--- src/design/bbc_pkg.sv ---
// ----------------------------------------------------------------------------
// bbc_pkg: shared types and constants for the bracket balance checker
// Beat structs, bracket kinds, verdict codes and the character decoders.
// ----------------------------------------------------------------------------
package bbc_pkg;

	// Bracket kind as stored on the stack
	typedef logic [1:0] kind_t;

	localparam kind_t KIND_ROUND  = 2'd0;
	localparam kind_t KIND_CURLY  = 2'd1;
	localparam kind_t KIND_SQUARE = 2'd2;
	localparam kind_t KIND_NONE   = 2'd3;

	// Verdict codes
	typedef logic [2:0] status_t;

	localparam status_t ST_OK       = 3'd0;
	localparam status_t ST_EMPTY    = 3'd1;
	localparam status_t ST_MISMATCH = 3'd2;
	localparam status_t ST_UNCLOSED = 3'd3;
	localparam status_t ST_OVERFLOW = 3'd4;

	// Character codes
	localparam logic [7:0] CH_OPEN_ROUND   = 8'h28;
	localparam logic [7:0] CH_CLOSE_ROUND  = 8'h29;
	localparam logic [7:0] CH_OPEN_CURLY   = 8'h7B;
	localparam logic [7:0] CH_CLOSE_CURLY  = 8'h7D;
	localparam logic [7:0] CH_OPEN_SQUARE  = 8'h5B;
	localparam logic [7:0] CH_CLOSE_SQUARE = 8'h5D;

	typedef struct packed {
		logic [7:0] char_in;
		logic       last_char;
	} char_beat_t;

	typedef struct packed {
		logic    is_valid;
		status_t status_code;
	} verdict_beat_t;

	function automatic kind_t opener_kind(input logic [7:0] c);
		unique case (c)
			CH_OPEN_ROUND:  opener_kind = KIND_ROUND;
			CH_OPEN_CURLY:  opener_kind = KIND_CURLY;
			CH_OPEN_SQUARE: opener_kind = KIND_SQUARE;
			default:        opener_kind = KIND_NONE;
		endcase
	endfunction

	function automatic kind_t closer_kind(input logic [7:0] c);
		unique case (c)
			CH_CLOSE_ROUND:  closer_kind = KIND_ROUND;
			CH_CLOSE_CURLY:  closer_kind = KIND_CURLY;
			CH_CLOSE_SQUARE: closer_kind = KIND_SQUARE;
			default:         closer_kind = KIND_NONE;
		endcase
	endfunction

endpackage

--- src/design/bracket_balance_checker_core.sv ---
// ----------------------------------------------------------------------------
// bracket_balance_checker_core: streaming balanced-bracket checker
// One character per beat; a verdict beat follows the last character.
// ----------------------------------------------------------------------------
// The verdict beat is registered in the output register, or in the skid entry while the output is stalled.
// Throughput: one character per cycle while char_stall is low; the top of stack sits in a register
// and the entry below it is prefetched from the one-read one-write stack memory.
// A two-entry output buffer keeps input flowing while a verdict waits.
// Reset: asynchronous; count, error and output valids clear at once; the
// stack memory is not cleared (entries are read only below the count).
module bracket_balance_checker_core
	import bbc_pkg::*;
#(
	parameter int STACK_DEPTH = 64
) (
	input  logic          clk,
	input  logic          arst_n,
	input  logic          char_valid,
	output logic          char_stall,
	input  char_beat_t    char_beat,
	output logic          verdict_valid,
	input  logic          verdict_stall,
	output verdict_beat_t verdict_beat
);

	localparam int CW = $clog2(STACK_DEPTH + 1);
	localparam int AW = $clog2(STACK_DEPTH);

	// Stack memory holds every entry below the top
	kind_t         stack_mem [STACK_DEPTH];

	logic [CW-1:0] cnt_q, cnt_n;
	status_t       err_q, err_n;
	kind_t         tos_q, tos_n;

	logic          accept;
	kind_t         ok_kind, ck_kind;
	kind_t         below;

	logic          wr_en;
	logic [AW-1:0] wr_addr, rd_addr;
	kind_t         rd_data_s1;
	logic          fwd_s1;
	kind_t         fwd_data_s1;

	logic          res_valid;
	verdict_beat_t res_beat;
	status_t       res_code;

	logic          skid_valid_q;
	verdict_beat_t skid_beat_q;
	logic          out_valid_q;
	verdict_beat_t out_beat_q;
	logic          out_free;

	assign accept  = char_valid && !char_stall;
	assign ok_kind = opener_kind(char_beat.char_in);
	assign ck_kind = closer_kind(char_beat.char_in);
	assign below   = fwd_s1 ? fwd_data_s1 : rd_data_s1;

	// Stack update for one character
	always_comb begin
		cnt_n     = cnt_q;
		err_n     = err_q;
		tos_n     = tos_q;
		wr_en     = 1'b0;
		wr_addr   = cnt_q[AW-1:0] - AW'(1);
		res_valid = 1'b0;
		res_code  = ST_OK;
		if (accept) begin
			if (err_q == ST_OK) begin
				if (ok_kind != KIND_NONE) begin
					if (cnt_q == CW'(STACK_DEPTH)) begin
						err_n = ST_OVERFLOW;
					end else begin
						// old top moves down into memory
						wr_en = (cnt_q != '0);
						tos_n = ok_kind;
						cnt_n = cnt_q + CW'(1);
					end
				end else if (ck_kind != KIND_NONE) begin
					if (cnt_q == '0) begin
						err_n = ST_EMPTY;
					end else if (tos_q == ck_kind) begin
						tos_n = below;
						cnt_n = cnt_q - CW'(1);
					end else begin
						err_n = ST_MISMATCH;
					end
				end
			end
			if (char_beat.last_char) begin
				res_valid = 1'b1;
				res_code  = err_n;
				if (err_n == ST_OK && cnt_n != '0) begin
					res_code = ST_UNCLOSED;
				end
				cnt_n = '0;
				err_n = ST_OK;
			end
		end
	end

	assign res_beat.is_valid    = (res_code == ST_OK);
	assign res_beat.status_code = res_code;

	// Prefetch the entry below the next top
	assign rd_addr = AW'(cnt_n - CW'(2));

	always_ff @(posedge clk) begin
		if (wr_en) begin
			stack_mem[wr_addr] <= tos_q;
		end
	end

	always_ff @(posedge clk) begin
		rd_data_s1  <= stack_mem[rd_addr];
		fwd_data_s1 <= tos_q;
	end

	// Write and read of the same entry: forward the written kind
	always_ff @(posedge clk or negedge arst_n) begin
		if (!arst_n) begin
			fwd_s1 <= 1'b0;
		end else begin
			fwd_s1 <= wr_en && (wr_addr == rd_addr);
		end
	end

	// Control state
	always_ff @(posedge clk or negedge arst_n) begin
		if (!arst_n) begin
			cnt_q <= '0;
			err_q <= ST_OK;
		end else begin
			cnt_q <= cnt_n;
			err_q <= err_n;
		end
	end

	always_ff @(posedge clk) begin
		tos_q <= tos_n;
	end

	// Output register plus skid entry
	assign out_free   = !out_valid_q || !verdict_stall;
	assign char_stall = skid_valid_q;

	always_ff @(posedge clk or negedge arst_n) begin
		if (!arst_n) begin
			out_valid_q  <= 1'b0;
			skid_valid_q <= 1'b0;
		end else if (out_free) begin
			if (skid_valid_q) begin
				out_valid_q  <= 1'b1;
				skid_valid_q <= res_valid;
			end else begin
				out_valid_q <= res_valid;
			end
		end else if (res_valid) begin
			skid_valid_q <= 1'b1;
		end
	end

	always_ff @(posedge clk) begin
		if (out_free) begin
			if (skid_valid_q) begin
				out_beat_q  <= skid_beat_q;
				skid_beat_q <= res_beat;
			end else begin
				out_beat_q <= res_beat;
			end
		end else if (res_valid) begin
			skid_beat_q <= res_beat;
		end
	end

	assign verdict_valid = out_valid_q;
	assign verdict_beat  = out_beat_q;

	// Checks
	a_cnt_bound: assert property (@(posedge clk) disable iff (!arst_n)
		cnt_q <= CW'(STACK_DEPTH))
		else $error("stack count above depth");

	a_skid_order: assert property (@(posedge clk) disable iff (!arst_n)
		skid_valid_q |-> out_valid_q)
		else $error("skid entry held without output entry");

	a_err_freeze: assert property (@(posedge clk) disable iff (!arst_n)
		(accept && err_q != ST_OK && !char_beat.last_char) |=>
		($stable(cnt_q) && $stable(err_q)))
		else $error("state changed after an error");

	a_push_top: assert property (@(posedge clk) disable iff (!arst_n)
		(accept && err_q == ST_OK && !char_beat.last_char && ok_kind != KIND_NONE
		&& cnt_q != CW'(STACK_DEPTH)) |=> (tos_q == $past(ok_kind)))
		else $error("pushed kind not on top");

endmodule

--- config.mk ---
export PLATFORM = sky130hd
export DESIGN_NAME = bracket_balance_checker_core
export DESIGN_NICKNAME = d
export VERILOG_FILES = /design/src/design/bbc_pkg.sv /design/src/design/bracket_balance_checker_core.sv
export SDC_FILE = /design/constraint.sdc
export NUM_CORES = 1
export LEC_CHECK = 0
export ABC_AREA = 1
export BUFFER_PORTS_ARGS = -buffer_cell sky130_fd_sc_hd__buf_2
export CORE_MARGIN = 2
export CORE_UTILIZATION = 40
export CTS_BUF_LIST = sky130_fd_sc_hd__clkbuf_2 sky130_fd_sc_hd__clkbuf_4 sky130_fd_sc_hd__clkbuf_8
export DETAILED_ROUTE_END_ITERATION = 8
export GPL_ROUTABILITY_DRIVEN = 0
export MAX_ROUTING_LAYER = met4
export SKIP_LAST_GASP = 1
export SLEW_MARGIN = 15
export SYNTH_ARGS = -nofsm -noshare
export SYNTH_HDL_FRONTEND = slang
export SYNTH_SLANG_ARGS = --single-unit
--- constraint.sdc ---
create_clock -name clk -period 6.25 [get_ports clk]
set_clock_uncertainty 0.15 [all_clocks]
set_input_delay 0.625 -clock clk [delete_from_list [all_inputs] [get_ports clk]]
set_output_delay 0.625 -clock clk [all_outputs]
set_load 0.02 [all_outputs]
# After elaboration in Yosys (flattened, before gate mapping)
# Memories as Yosys holds them, arrays and structs flattened. A register that Yosys moved wholly into a read port is not among the register bits.
# Cells that the tools add are included.
# word_totals
out_inout_bits	6
n_memories	1
ramBits	128
input_bits	13
register_bits	25
# classes
mux	44
n_eq_ne	14
addsub	4
reduce_logical	18
# mem_list
memory	words	width	rd	rd_clocked_by_memory_dff	wr	line	source
stack_mem	64	2	1	1	1	bracket_balance_checker_core.sv:30	kind_t stack_mem [STACK_DEPTH];
# ops
operator	n
7-bit 2-to-1 mux	9
3-bit 2-to-1 mux	11
8-bit by 7-bit == test with 1-bit output, second input constant	4
8-bit by 6-bit == test with 1-bit output, second input constant	2
4-bit 2-to-1 mux	4
7-bit nonzero test	2
1-bit 2-to-1 mux	12
2-bit 2-to-1 mux	6
2-bit one-hot mux with 3 select lines	2
2-bit inequality test, second input constant	5
3-bit zero test	3
7-bit by 1-bit adder with 7-bit output, second input constant	1
7-bit == test, second input constant	1
7-bit zero test	1
7-bit by 1-bit subtractor with 7-bit output, second input constant	1
6-bit == test	1
6-bit AND reduction	1
2-bit nonzero test	3
6-bit by 1-bit subtractor with 6-bit output, second input constant	1
6-bit by 2-bit subtractor with 6-bit output, second input constant	1
1-bit logical AND	3
1-bit zero test	3
2-bit == test	1
2-bit AND reduction	1
1-bit logical OR	1

# Depth between registers and ports, before layout
# depth
ltp_word	17
ltp_mapped	27
mapped_depth_nobuf	24

# Worst setup path before layout
# OpenSTA, ideal clock, no wires.
# synth_timing
path_type	register -> register
start	register tos_q[0]
end	register rd_data_s1[1], read port of stack_mem
setup_time_ns	0.113
arrival_time_ns	3.427
stages_incl_launch_ff	22
synth_period_minus_slack_ns	3.691
setup_slack_ns	2.559
n_path_buf	3
path_cell_list	edfxtp_1 inv_1 nand2_1 nand2_1 nor2_2 nand3_1 nand2_1 nand3_1 nand2_1 nand3_2 nand2_4 inv_4 buf_6 ha_1 clkbuf_1 inv_1 clkbuf_1 nand3_1 nand3_1 nand3_1 nand3_1 nand2_1
# synth_via
elab_chain_len	10
# synth_lines
item	line	source
from (decl)	bracket_balance_checker_core.sv:34	kind_t tos_q, tos_n;
from (signal assigned)	bracket_balance_checker_core.sv:142	tos_q <= tos_n;
2-bit == test	bracket_balance_checker_core.sv:84	end else if (tos_q == ck_kind) begin
7-bit 2-to-1 mux	bracket_balance_checker_core.sv:84	
7-bit 2-to-1 mux	bracket_balance_checker_core.sv:82	if (cnt_q == '0) begin
7-bit 2-to-1 mux	bracket_balance_checker_core.sv:81	end else if (ck_kind != KIND_NONE) begin
7-bit 2-to-1 mux	bracket_balance_checker_core.sv:72	if (ok_kind != KIND_NONE) begin
7-bit 2-to-1 mux	bracket_balance_checker_core.sv:71	if (err_q == ST_OK) begin
7-bit 2-to-1 mux	bracket_balance_checker_core.sv:70	if (accept) begin
7-bit 2-to-1 mux	bracket_balance_checker_core.sv:92	if (char_beat.last_char) begin
7-bit 2-to-1 mux	bracket_balance_checker_core.sv:70	
6-bit by 2-bit subtractor with 6-bit output	bracket_balance_checker_core.sv:108	assign rd_addr = AW'(cnt_n - CW'(2));
to (decl)	bracket_balance_checker_core.sv:42	kind_t rd_data_s1;
# Every way passes these cells. The select of a mux whose other input is x is not followed.
# A chain may end at the register's enable or synchronous reset.

# Worst setup path after layout
# layout_timing
start	register cnt_q[0]
end	register rd_data_s1[1], read port of stack_mem
# layout_via
elab_chain_len	10
word_cells_on_any_way	14
classes_between	add/sub (3); eq/ne (1); mux (9); reduce/logical (1)
# layout_lines
item	line	source
from (decl)	bracket_balance_checker_core.sv:32	logic [CW-1:0] cnt_q, cnt_n;
from (signal assigned)	bracket_balance_checker_core.sv:136	cnt_q <= cnt_n;
7-bit by 1-bit subtractor with 7-bit output	bracket_balance_checker_core.sv:86	cnt_n = cnt_q - CW'(1);
7-bit 2-to-1 mux	bracket_balance_checker_core.sv:84	
7-bit 2-to-1 mux	bracket_balance_checker_core.sv:82	
7-bit 2-to-1 mux	bracket_balance_checker_core.sv:81	
7-bit 2-to-1 mux	bracket_balance_checker_core.sv:72	
7-bit 2-to-1 mux	bracket_balance_checker_core.sv:71	
7-bit 2-to-1 mux	bracket_balance_checker_core.sv:70	
7-bit 2-to-1 mux	bracket_balance_checker_core.sv:92	
7-bit 2-to-1 mux *	bracket_balance_checker_core.sv:70	
6-bit by 2-bit subtractor with 6-bit output *	bracket_balance_checker_core.sv:108	
# Every way passes the cells marked *; elsewhere a longest branch is shown, timed or not. The select of a mux whose other input is x is not followed.

==> qor.txt <==
syn_nets = 858
largest family of logic cells by synthesized area = simple AND/OR/NAND/NOR gates
Synth Area in Simple Gates = 31.4%
critical-path cell list = inv_2 -> ha_1 -> nand2_1 -> nor2_1 -> nand3_1 -> nor2_1 -> inv_2 -> nand4_1 -> nand3_1 -> nand2_1 -> nand3_2 -> nand2_4 -> inv_4 -> ha_1 -> inv_1 -> nand3_1 -> nand3_1 -> nand3_1 -> nand3_1 -> nand2_1
Most used DFF post-synth = edfxtp_1
top cells by area, synth = edfxtp_1 53%, nand2_1 11%, nand3_1 9.5%
RSZ-0062 raised after global routing = false
Ys Warns = 0
DP Area = 8030 um^2
asr flop ratio synth = 8.39%
max_cap viols = 0
FMAX = 0.226 GHz
Final Worst Setup Slack = 1.82 ns
slew of the pin with the lowest slew margin = 0.835 ns
Initial DRC Count = 413
Post-Synthesis Cells = 842
Initial Utilization = 41.1%
HP Start = skid_beat_q[2]
Fin Hold WS = 0.377 ns
final setup fails = 0
final std cells w/o fill = 1,124
post-cts sizing count = 0
Post-synth EDFFs = 138
CP Launch Point = cnt_q[0]
GR met3 Demand/Resource = 4.07%
met1 Track Usage GR = 25.0%
ratio of cells with drive above 1 in the final layout = 9.84%
antenna-violating nets left = 0
crit path capture type = register
CP most frequent cell = nand3_1
Req. time, crit path = 6.51 ns
Yosys top cell area share = 53.3%
mux cell area share after synthesis = 0%
Peak VDD IR = 0.116 mV
Die Y = 143 um
Worst path max stage delay = 0.75 ns
grt met2 use = 31.9%
pin count of the biggest net entering global routing = 68
register area share after synthesis = 58.5%
maximum fanout along the worst path = 37
Slew headroom = 44.2%
Place WS = 1.72 ns
post-synthesis cell type with the largest combined area = edfxtp_1
port buffer count = 18
gr usage total = 19.8%
Clock transition at path regs = 0.08 ns
multi-input logic area = 2730 um^2
Final Hold Fails = 0
WL per Instance = 16.5 um
global-route wire length before repair = 29,400 um
P_leak = 0.00334 uW
vias = 5,683
# rows = 50
final instance area = 8410 um^2
Worst-Skew Late Latency = 0.47 ns
count leader, synth = nand2_1
TritonCTS clock tree = built
global route overflow = 0
post-synthesis adder-cell area fraction = 0.483%
CTS HTree Levels = 4
Layout area overhead = 8.18%
final WL = 18,600 um
antenna violations before repair = 0
Max Slew Vio Count = 0
Hold Path Class = register to register
post-layout min period = 4.43 ns
TNS Setup = 0 ns
core area = 18,900 um^2
total CTS buffers = 17
clk root buf = clkbuf_8
top cells by count, synth = 226 x nand2_1, 148 x nand3_1, 138 x edfxtp_1
synthesized area = 7770 um^2
fillers = 1,890
die extent in x = 143 um
IO Pins = 19
vias in the first global route = 5,588
DP HPWL = 11,700 um
full die area = 20,600 um^2
fin crit share = 70.8%
XOR/XNOR share of the synthesized area = 1.01%
Worst R2R Start = cnt_q[0]
CTS max path bufs = 2
FF+latch area = 4550 um^2
Yosys cell types = 41
final net count = 867
placed insts = 1,091
# DRC = 0
Pwr Density = 238 nW/um^2
grt peak-use layer = met2
crit path kind = register to register
CP arrival = 4.68 ns
startpoint types = register
status = complete, no violations
post-synthesis register bit count = 155
Worst path slowest cell = ha_1
clk sinks = 155
vias per cell = 5.06
Mean Syn Cell Area = 9.23 um^2
drt first pass iters = 5
diode count = 0
Synth Area in Compound Gates = 2.14%
[cell families (layout without fill, tap and decap cells)]
| family | count (synthesis) | count (layout) |
|---|---|---|
| flops | 155 | 155 |
| compound gates | 26 | 26 |
| buf+inv | 114 | 136 |
| simple gates | 535 | 535 |
| fa+ha+maj | 3 | 3 |
| xor+xnor | 9 | 9 |
[cell usage in the layout, fill, tap and decap left out, types with 4 or more instances in the layout]
cell      instances
a21oi_1           6
buf_2            18
buf_4             4
clkbuf_8         17
dfrtp_1          13
dfxtp_1           4
edfxtp_1        138
inv_1            76
inv_2             4
nand2_1         225
nand2_2           9
nand3_1         148
nand3b_1         28
nand4_1          13
nor2_1           93
nor2_2            6
o21ai_0           7
xor2_1            7
[flip-flops by register name, summed over array words and instances (netlist names)]
signal,count
stack_mem,128
verdict_beat,4
tos_q,2
skid_beat_q,4
fwd_data_s1,2
cnt_q,7
fwd_s1,1
char_stall,1
verdict_valid,1
rd_data_s1,2
err_q,3
[path summary, 6_finish.rpt]
path / endpoint / slack (ns) / cells past startpoint
max in group asynchronous: cnt_q[3] / 5.29 / 2
worst min-delay path: verdict_beat[2] / 0.38 / 2
worst min register to register: verdict_beat[2] / 0.38 / 2
min in group asynchronous: cnt_q[6] / 0.42 / 2
worst max-delay path: rd_data_s1[1] / 1.82 / 20
worst max register to register: rd_data_s1[1] / 1.82 / 20
[through the flow]
step / total power [uW] / utilization (%)
after floorplan: 1250 / -
after detailed placement: 1300 / 42.5
after global routing: 2070 / 44.5
final: 2000 / 44.5
after CTS: 2010 / 44.5
after global placement: 1300 / 42.5
[repair_timing]
item                                    CTS  global route
hold buffers                              1             0
buffers inserted                          0             0
endpoints found under the setup margin    0             0
endpoints found under the hold margin    13             0
[critical path: cells and delay by family (launching register included)]
kind / cells / cell delay, ns
buf+inv: 4 / 0.93
flops: 1 / 0.52
simple gates: 14 / 1.81
fa+ha+maj: 2 / 0.93
[layout make-up]
type	count	area share, %
flip-flops and latches	155	54.1
multi-input cells	573	32.5
well taps	260	3.87
inverters	81	3.65
clock buffers	19	2.96
repair buffers	23	1.55
clock inverters	13	1.40
[metal layers]
metal | routed length, um | up-vias
met1 | 8520 | 2688
met5 | 0 | -
met3 | 767 | 28
met2 | 8830 | 122
li1 | - | 2845
met4 | 437 | 0
[power breakdown]
group	total, uW	internal, uW	leakage [uW]	switching, uW
Combinational	142	39.2	0.00171	103
Clock	722	326	0.000180	396
Sequential	1130	1130	0.00146	7.31
No activity file was read; power rests on OpenSTA's default activity.
